## config.mk

```make
export PLATFORM = sky130hd
export DESIGN_NAME = bresenham_line_pixels
export DESIGN_NICKNAME = d
export VERILOG_FILES = /design/src/blp_pkg.sv /design/src/blp_front.sv /design/src/blp_queue.sv /design/src/blp_back.sv /design/src/bresenham_line_pixels.sv
export SDC_FILE = /design/constraint.sdc
export NUM_CORES = 1
export LEC_CHECK = 0
export ABC_AREA = 1
export BUFFER_PORTS_ARGS = -buffer_cell sky130_fd_sc_hd__buf_2
export CAP_MARGIN = 10
export CORE_UTILIZATION = 62
export CTS_CLUSTER_SIZE = 16
export DETAILED_ROUTE_END_ITERATION = 8
export PLACE_DENSITY = 0.77
export SYNTH_ARGS = -nofsm -noshare
export SYNTH_HDL_FRONTEND = slang
export SYNTH_SLANG_ARGS = --single-unit
```

## constraint.sdc

```tcl
create_clock -name clock -period 5.8 [get_ports clock]
set_input_delay 0.58 -clock clock [delete_from_list [all_inputs] [get_ports clock]]
set_output_delay 0.58 -clock clock [all_outputs]
set_load 0.1 [all_outputs]
```

## src/blp_pkg.sv

```systemverilog
// Shared constants, types and word layouts for the Bresenham line pixel engine.
package blp_pkg;

   localparam int COORD_BITS = 10;
   localparam int COLOR_BITS = 16;
   localparam int CNT_BITS   = COORD_BITS + 1;
   localparam int ERR_BITS   = COORD_BITS + 3;

   // stream word widths, rounded up to whole bytes
   localparam int REQ_FIELD_BITS = 4 * COORD_BITS + COLOR_BITS;
   localparam int REQ_TDATA_BITS = ((REQ_FIELD_BITS + 7) / 8) * 8;
   localparam int RSP_FIELD_BITS = 2 * COORD_BITS + COLOR_BITS;
   localparam int RSP_TDATA_BITS = ((RSP_FIELD_BITS + 7) / 8) * 8;

   localparam int QUEUE_DEPTH    = 2;
   localparam int QUEUE_PTR_BITS = $clog2(QUEUE_DEPTH);
   localparam int QUEUE_CNT_BITS = $clog2(QUEUE_DEPTH + 1);

   typedef enum logic [0:0] {
      CMD_LOAD = 1'b0,
      CMD_STEP = 1'b1
   } cmd_type;

   typedef logic [COORD_BITS-1:0]      coord_type;
   typedef logic signed [ERR_BITS-1:0] err_type;

   // decoded command passed from front to back
   typedef struct packed {
      logic                  is_load;
      coord_type             x_start;
      coord_type             y_start;
      logic                  x_negative;
      logic                  y_negative;
      logic                  x_is_major;
      err_type               err_init;
      err_type               inc_minor;   // error delta when only the major axis steps
      err_type               inc_both;    // error delta when both axes step
      logic [CNT_BITS-1:0]   pixel_count;
      logic [COLOR_BITS-1:0] color;
   } op_type;

endpackage

```

## src/blp_front.sv

```systemverilog
// Front end: accepts request words and decodes loads into line setup values.
module blp_front (
   input  logic                               clock,
   input  logic                               reset,
   input  logic                               req_tvalid,
   output logic                               req_tready,
   input  logic [blp_pkg::REQ_TDATA_BITS-1:0] req_tdata,
   input  logic [0:0]                         req_tuser,
   output logic                               op_valid,
   input  logic                               op_ready,
   output blp_pkg::op_type                    op_data
);
   import blp_pkg::*;

   logic      valid_ff, valid_in;
   op_type    op_ff, op_in;
   logic      accept;
   coord_type xs, ys, xe, ye, dx, dy, major, minor;
   logic      x_neg, y_neg, x_major;

   assign xs = req_tdata[COORD_BITS-1:0];
   assign ys = req_tdata[2*COORD_BITS-1:COORD_BITS];
   assign xe = req_tdata[3*COORD_BITS-1:2*COORD_BITS];
   assign ye = req_tdata[4*COORD_BITS-1:3*COORD_BITS];

   assign req_tready = !reset && (!valid_ff || op_ready);
   assign accept     = req_tvalid && req_tready;

   always_comb begin
      x_neg   = xe < xs;
      y_neg   = ye < ys;
      dx      = x_neg ? xs - xe : xe - xs;
      dy      = y_neg ? ys - ye : ye - ys;
      x_major = dx > dy;
      major   = x_major ? dx : dy;
      minor   = x_major ? dy : dx;

      op_in.is_load     = (cmd_type'(req_tuser) == CMD_LOAD);
      op_in.x_start     = xs;
      op_in.y_start     = ys;
      op_in.x_negative  = x_neg;
      op_in.y_negative  = y_neg;
      op_in.x_is_major  = x_major;
      op_in.err_init    = (ERR_BITS'(minor) <<< 1) - ERR_BITS'(major);
      op_in.inc_minor   = ERR_BITS'(minor) <<< 1;
      op_in.inc_both    = (ERR_BITS'(minor) <<< 1) - (ERR_BITS'(major) <<< 1);
      op_in.pixel_count = CNT_BITS'(major) + CNT_BITS'(1);
      op_in.color       = req_tdata[REQ_FIELD_BITS-1:4*COORD_BITS];
   end

   always_comb begin
      if (accept) begin
         valid_in = 1'b1;
      end else if (op_ready) begin
         valid_in = 1'b0;
      end else begin
         valid_in = valid_ff;
      end
   end

   always_ff @(posedge clock) begin
      if (reset) begin
         valid_ff <= 1'b0;
      end else begin
         valid_ff <= valid_in;
      end
   end

   always_ff @(posedge clock) begin
      if (accept) begin
         op_ff <= op_in;
      end
   end

   assign op_valid = valid_ff;
   assign op_data  = op_ff;

endmodule

```

## src/blp_queue.sv

```systemverilog
// Short FIFO of decoded commands between front and back.
module blp_queue (
   input  logic            clock,
   input  logic            reset,
   input  logic            in_valid,
   output logic            in_ready,
   input  blp_pkg::op_type in_data,
   output logic            out_valid,
   input  logic            out_ready,
   output blp_pkg::op_type out_data
);
   import blp_pkg::*;

   op_type                    mem [QUEUE_DEPTH];
   logic [QUEUE_PTR_BITS-1:0] wr_ptr_ff, wr_ptr_in, rd_ptr_ff, rd_ptr_in;
   logic [QUEUE_CNT_BITS-1:0] count_ff, count_in;
   logic                      push, pop;

   assign in_ready  = (count_ff != QUEUE_CNT_BITS'(QUEUE_DEPTH));
   assign out_valid = (count_ff != '0);
   assign push      = in_valid && in_ready;
   assign pop       = out_valid && out_ready;
   assign out_data  = mem[rd_ptr_ff];

   always_comb begin
      wr_ptr_in = wr_ptr_ff;
      rd_ptr_in = rd_ptr_ff;
      count_in  = count_ff;
      if (push) begin
         wr_ptr_in = (wr_ptr_ff == QUEUE_PTR_BITS'(QUEUE_DEPTH - 1)) ? '0
                                                                     : wr_ptr_ff + 1'b1;
      end
      if (pop) begin
         rd_ptr_in = (rd_ptr_ff == QUEUE_PTR_BITS'(QUEUE_DEPTH - 1)) ? '0
                                                                     : rd_ptr_ff + 1'b1;
      end
      if (push && !pop) begin
         count_in = count_ff + 1'b1;
      end else if (pop && !push) begin
         count_in = count_ff - 1'b1;
      end
   end

   always_ff @(posedge clock) begin
      if (reset) begin
         wr_ptr_ff <= '0;
         rd_ptr_ff <= '0;
         count_ff  <= '0;
      end else begin
         wr_ptr_ff <= wr_ptr_in;
         rd_ptr_ff <= rd_ptr_in;
         count_ff  <= count_in;
      end
   end

   always_ff @(posedge clock) begin
      if (push) begin
         mem[wr_ptr_ff] <= in_data;
      end
   end

endmodule

```

## src/blp_back.sv

```systemverilog
// Back end: holds the active line, steps the error term and registers each pixel.
module blp_back (
   input  logic                               clock,
   input  logic                               reset,
   input  logic                               op_valid,
   output logic                               op_ready,
   input  blp_pkg::op_type                    op_data,
   output logic                               rsp_tvalid,
   input  logic                               rsp_tready,
   output logic [blp_pkg::RSP_TDATA_BITS-1:0] rsp_tdata,
   output logic                               rsp_tlast
);
   import blp_pkg::*;

   logic                  active_ff, active_in;
   coord_type             cur_x_ff, cur_x_in, cur_y_ff, cur_y_in;
   err_type               err_ff, err_in;
   err_type               inc_minor_ff, inc_both_ff;
   logic [CNT_BITS-1:0]   left_ff, left_in;
   logic                  x_neg_ff, y_neg_ff, x_major_ff;
   logic [COLOR_BITS-1:0] color_ff;

   logic                  out_valid_ff, out_valid_in;
   coord_type             out_x_ff, out_y_ff;
   logic [COLOR_BITS-1:0] out_color_ff;
   logic                  out_last_ff;

   logic out_free, pop, do_load, do_pixel, err_ge, step_x, step_y;

   assign out_free = !out_valid_ff || rsp_tready;
   assign op_ready = op_data.is_load || !active_ff || out_free;
   assign pop      = op_valid && op_ready;
   assign do_load  = pop && op_data.is_load;
   assign do_pixel = pop && !op_data.is_load && active_ff;

   assign err_ge = !err_ff[ERR_BITS-1];
   assign step_x = x_major_ff || err_ge;
   assign step_y = !x_major_ff || err_ge;

   always_comb begin
      active_in = active_ff;
      cur_x_in  = cur_x_ff;
      cur_y_in  = cur_y_ff;
      err_in    = err_ff;
      left_in   = left_ff;
      if (do_load) begin
         active_in = 1'b1;
         cur_x_in  = op_data.x_start;
         cur_y_in  = op_data.y_start;
         err_in    = op_data.err_init;
         left_in   = op_data.pixel_count;
      end else if (do_pixel) begin
         if (step_x) begin
            cur_x_in = x_neg_ff ? cur_x_ff - 1'b1 : cur_x_ff + 1'b1;
         end
         if (step_y) begin
            cur_y_in = y_neg_ff ? cur_y_ff - 1'b1 : cur_y_ff + 1'b1;
         end
         err_in    = err_ff + (err_ge ? inc_both_ff : inc_minor_ff);
         left_in   = left_ff - 1'b1;
         active_in = (left_ff != CNT_BITS'(1));
      end
   end

   always_comb begin
      if (do_pixel) begin
         out_valid_in = 1'b1;
      end else if (rsp_tready) begin
         out_valid_in = 1'b0;
      end else begin
         out_valid_in = out_valid_ff;
      end
   end

   always_ff @(posedge clock) begin
      if (reset) begin
         active_ff    <= 1'b0;
         out_valid_ff <= 1'b0;
      end else begin
         active_ff    <= active_in;
         out_valid_ff <= out_valid_in;
      end
   end

   always_ff @(posedge clock) begin
      cur_x_ff <= cur_x_in;
      cur_y_ff <= cur_y_in;
      err_ff   <= err_in;
      left_ff  <= left_in;
      if (do_load) begin
         inc_minor_ff <= op_data.inc_minor;
         inc_both_ff  <= op_data.inc_both;
         x_neg_ff     <= op_data.x_negative;
         y_neg_ff     <= op_data.y_negative;
         x_major_ff   <= op_data.x_is_major;
         color_ff     <= op_data.color;
      end
      if (do_pixel) begin
         out_x_ff     <= cur_x_ff;
         out_y_ff     <= cur_y_ff;
         out_color_ff <= color_ff;
         out_last_ff  <= (left_ff == CNT_BITS'(1));
      end
   end

   assign rsp_tvalid = out_valid_ff;
   assign rsp_tlast  = out_last_ff;
   assign rsp_tdata  = {{(RSP_TDATA_BITS - RSP_FIELD_BITS){1'b0}},
                        out_color_ff, out_y_ff, out_x_ff};

endmodule

```

## src/bresenham_line_pixels.sv

```systemverilog
// Top level of the Bresenham line pixel engine.
//
// Request channel (req_*): each word is a command in req_tuser. A load word
// (CMD_LOAD) carries both endpoints and the color and replaces any active
// line; it yields no pixel. A step word (CMD_STEP) yields the next pixel of
// the active line, or nothing when no line is active.
// Response channel (rsp_*): one word per pixel, x, y and color in rsp_tdata,
// rsp_tlast set on the line's final endpoint.
// A step word passes the decode register, the two-entry queue and the pixel
// register before its pixel shows on rsp.
// Throughput: one word per cycle in each direction while rsp_tready is high;
// the error update is one add and one sign test per pixel in the back end.
// Reset clears the active line, the queue and all valid flags; req_tready is
// low while reset is high.
// When rsp_tready is low the pixel register holds, the back end stops on the
// next step word of an active line, and the queue plus decode register hold
// up to three request words, the stopped step word included, before req_tready
// drops. Load words keep draining meanwhile only if they reach the queue head.
module bresenham_line_pixels (
   input  logic                               clock,
   input  logic                               reset,
   input  logic                               req_tvalid,
   output logic                               req_tready,
   // [9:0] x_start, [19:10] y_start, [29:20] x_end, [39:30] y_end, [55:40] line_color
   input  logic [blp_pkg::REQ_TDATA_BITS-1:0] req_tdata,
   // [0] command
   input  logic [0:0]                         req_tuser,
   output logic                               rsp_tvalid,
   input  logic                               rsp_tready,
   // [9:0] pixel_x, [19:10] pixel_y, [35:20] pixel_color, [39:36] zero
   output logic [blp_pkg::RSP_TDATA_BITS-1:0] rsp_tdata,
   output logic                               rsp_tlast
);
   import blp_pkg::*;

   logic   f_valid, f_ready, b_valid, b_ready;
   op_type f_data, b_data;

   blp_front u_front (
      .clock      (clock),
      .reset      (reset),
      .req_tvalid (req_tvalid),
      .req_tready (req_tready),
      .req_tdata  (req_tdata),
      .req_tuser  (req_tuser),
      .op_valid   (f_valid),
      .op_ready   (f_ready),
      .op_data    (f_data)
   );

   blp_queue u_queue (
      .clock     (clock),
      .reset     (reset),
      .in_valid  (f_valid),
      .in_ready  (f_ready),
      .in_data   (f_data),
      .out_valid (b_valid),
      .out_ready (b_ready),
      .out_data  (b_data)
   );

   blp_back u_back (
      .clock      (clock),
      .reset      (reset),
      .op_valid   (b_valid),
      .op_ready   (b_ready),
      .op_data    (b_data),
      .rsp_tvalid (rsp_tvalid),
      .rsp_tready (rsp_tready),
      .rsp_tdata  (rsp_tdata),
      .rsp_tlast  (rsp_tlast)
   );

endmodule

```

==> reports/metrics.csv <==
metric,value,unit
outcome,"finished, final reports clean",
Synth area leader,edfxtp_1,
setup tns final,0,ns
Syn Inst Count,1802,
Worst Setup Start Kind,input port,
worst r2r src,u_back.err_ff[12],
RR Endpoint,u_back.err_ff[11],
GPL Wtd Cong,0.948,
Detail Route Antenna Nets,0,
cts bufs inserted,39,
post-synthesis sequential area ratio,60.1,%
final WL,40400,um
largest net degree at the start of global routing,76,
antenna violations before repair,1,
Post-Syn Area,18700,um^2
IO Count,104,
layout cells sized above 1,13.7,%
Die ar.,30800,um^2
"most used cell, CP",nand2_1,
Slew HR,30.9,%
CP peak stage delay,0.46,ns
Peak VDD IR,0.273,mV
clock skew,0.0229,ns
dpl cell area,19600,um^2
total core area,29600,um^2
first-pass GRT wire length,63100,um
final worst path period need,5.08,ns
hold path depth,1,
final-stage net count,2068,
Hold Path Origin,req_tdata[40],
clock buffer depth,3,
Initial Utilization,63.1,%
vias per cell,5.44,
CTS Root Buffer Type,clkbuf_16,
Final Hold Fails,0,
R2R depth,15,
max frequency,0.197,GHz
synth warn,0,
Post-CTS Setup Bufs,0,
CP Buf/Inv Count,6,
GRT Util Overall,26.6,%
post-route cell area,20800,um^2
r2r setup slk,2.17,ns
vias post-DR,12700,
Worst Hold Endpoint,u_front.op_data[0],
IO Port Bufs,99,
Worst Hold Class,input port to flop,
Required @ worst endpoint,6.05,ns
Residual DRC,0,
Synth Register Bits,377,
Final Cycle Share,87.6,%
fill count,2173,
leakage power,9.01,nW
DR WL/cell,17.3,um
cell family with the largest share of critical-path delay,simple AND/OR/NAND/NOR gates,
top cell type's share of synthesized area,59.3,%
n_diodes,0,
Setup Viol. Count Final,0,
max_cap viols,0,
Die W,176,um
WS Path Type,input port to flop,
vias in the first global route,12000,
Critical Path Sink Type,flop,
"Clk Latency, worst-skew pair",0.52,ns
hpwl dp,28400,um
Synth cell types,52,
Initial DRC Count,1050,
Post-CTS Resized,0,
"Arr. time, crit path",5.33,ns
row count,63,
"Avg Cell Area, Syn",10.4,um^2
TritonRoute pass-1 iters,5,
CP max-delay cell,nand2_2,
power per cell area,545,nW/um^2
CTS clock-pin slew for the worst setup and hold paths,0.06,ns
worst-path fanout max,29,
total global routing overflow,0,
Synth area leaders,"edfxtp_1 (59%), nand2_1 (12%), ha_1 (5.6%)",
Layout area overhead,11.1,%
Final Max Tran Viols,0,
Tightest Pin Transition,1.03,ns
H-tree depth reported by CTS,2,
CTS tree,yes,
die height,176,um
RSZ-0062 raised after global routing,no,
Post-CTS Hold Fix Bufs,0,
CTS Sinks,377,
## through the flow
stage	worst slack [ns]	hold slack [ns]	total power, mW	std cells	util, %
floorplan	1.06	0.400	7.79	1805	-
global placement	0.389	0.401	8.73	2265	66.0
detailed placement	0.278	0.405	8.91	2265	66.0
CTS	0.805	0.221	11.3	2332	70.0
global route	0.308	0.223	12.0	2333	70.1
finish	0.721	0.236	11.3	2333	70.1
## report_power, final
part | internal (mW) | leakage, nW | switching [mW] | total [mW]
registers | 4.01 | 3.47 | 0.291 | 4.30
logic | 1.49 | 4.95 | 3.17 | 4.66
clock network | 1.36 | 0.582 | 0.985 | 2.35
## cells by family (layout without fill, tap and decap cells)
kind of cell	after synthesis	after routing	share of synthesized area, %
DFF	377	377	60.1
buffers and inverters	240	378	5.26
adders and majority gates	90	90	6.31
xor gates and xnor gates	52	52	2.44
and+or+nand+nor	871	871	20.3
muxes	11	11	0.589
AOI/OAI and AO/OA	160	160	5.00
other	1	4	0.0201
## sequential cells by signal, indices dropped and copies added, names as in the netlist, 2 cells and up, named ones only
| register | flops |
|---|---|
| u_queue.mem | 166 |
| u_front.op_data | 83 |
| u_back.color_ff | 16 |
| u_back.out_color_ff | 16 |
| u_back.err_ff | 12 |
| u_back.inc_both_ff | 11 |
| u_back.left_ff | 11 |
| u_back.cur_x_ff | 10 |
| u_back.cur_y_ff | 10 |
| u_back.inc_minor_ff | 10 |
| u_back.out_x_ff | 10 |
| u_back.out_y_ff | 10 |
| u_queue.count_ff | 2 |
## layer usage
layer / wire length, um / share of wire (%) / up-vias / global-route usage (%)
met5: 13 / 0.032 / - / 0
met2: 19400 / 48 / 389 / 43.9
met4: 1050 / 2.6 / 2 / 8.30
met1: 17500 / 43 / 5973 / 36.4
met3: 2430 / 6.0 / 77 / 4.22
li1: - / - / 6241 / -
## worst reg2reg max path, delay by kind of cell (launching register included)
family                   cells  cell delay (ns)
AND/OR/NAND/NOR              8             0.86
buffers and inverters        1             0.36
adder cells (fa/ha/maj)      1             0.31
AO/OA/AOI/OAI                4             1.07
flip-flops                   1             0.71
XOR/XNOR                     1             0.08
## cell usage after synthesis (all sizes together)
cell type,instances
a211oi,1
a21boi,2
a21o,6
a21oi,61
a31oi,7
and2,3
buf,19
clkbuf,23
clkinv,2
conb,1
dfxtp,8
edfxtp,369
fa,7
ha,83
inv,196
mux2i,11
nand2,631
nand3,94
nand3b,4
nand4,21
nor2,97
nor3,10
nor4,1
o2111ai,1
o211ai,5
o21a,3
o21ai,64
o21bai,2
o221ai,1
o31ai,7
or2,10
xnor2,18
xor2,34
## cell usage in the layout (no fill, tap or decap), drive strengths merged, types with 2 or more instances in the layout
| cell type | instances |
|---|---|
| edfxtp | 369 |
| nand2 | 631 |
| dfxtp | 8 |
| nand4 | 21 |
| a21oi | 61 |
| or2 | 10 |
| fa | 7 |
| o21ai | 64 |
| o31ai | 7 |
| clkbuf | 44 |
| mux2i | 11 |
| clkinvlp | 2 |
| xnor2 | 18 |
| nand3 | 94 |
| o21bai | 2 |
| and2 | 3 |
| ha | 83 |
| buf | 113 |
| o211ai | 5 |
| nor3 | 10 |
| inv | 197 |
| o21a | 3 |
| nand3b | 4 |
| bufinv | 3 |
| a31oi | 7 |
| conb | 4 |
| nor2 | 97 |
| xor2 | 34 |
| a21o | 6 |
| clkinv | 19 |
| a21boi | 2 |
## layout make-up
cell class	count	area (um^2)	share of cell area, %
flip-flops and latches	377	11200	54.1
multi-input cells	1188	6500	31.3
clock buffers	44	995	4.79
inverters	198	746	3.59
repair buffers	113	601	2.89
well taps	390	488	2.35
clock inverters	23	193	0.928
## worst max-delay path by stage
stage	from	to	slack (ns)	depth (start not counted)
detailed placement	req_tdata[7]	u_front.op_data[36]	0.28	30
global placement	req_tdata[7]	u_front.op_data[36]	0.39	30
CTS	req_tdata[7]	u_front.op_data[36]	0.80	30
global route	req_tdata[4]	u_front.op_data[61]	0.31	32
finish	req_tdata[7]	u_front.op_data[36]	0.72	30
floorplan	reset	u_front.op_data[0]	1.06	3
No activity file was read; power rests on OpenSTA's default activity.
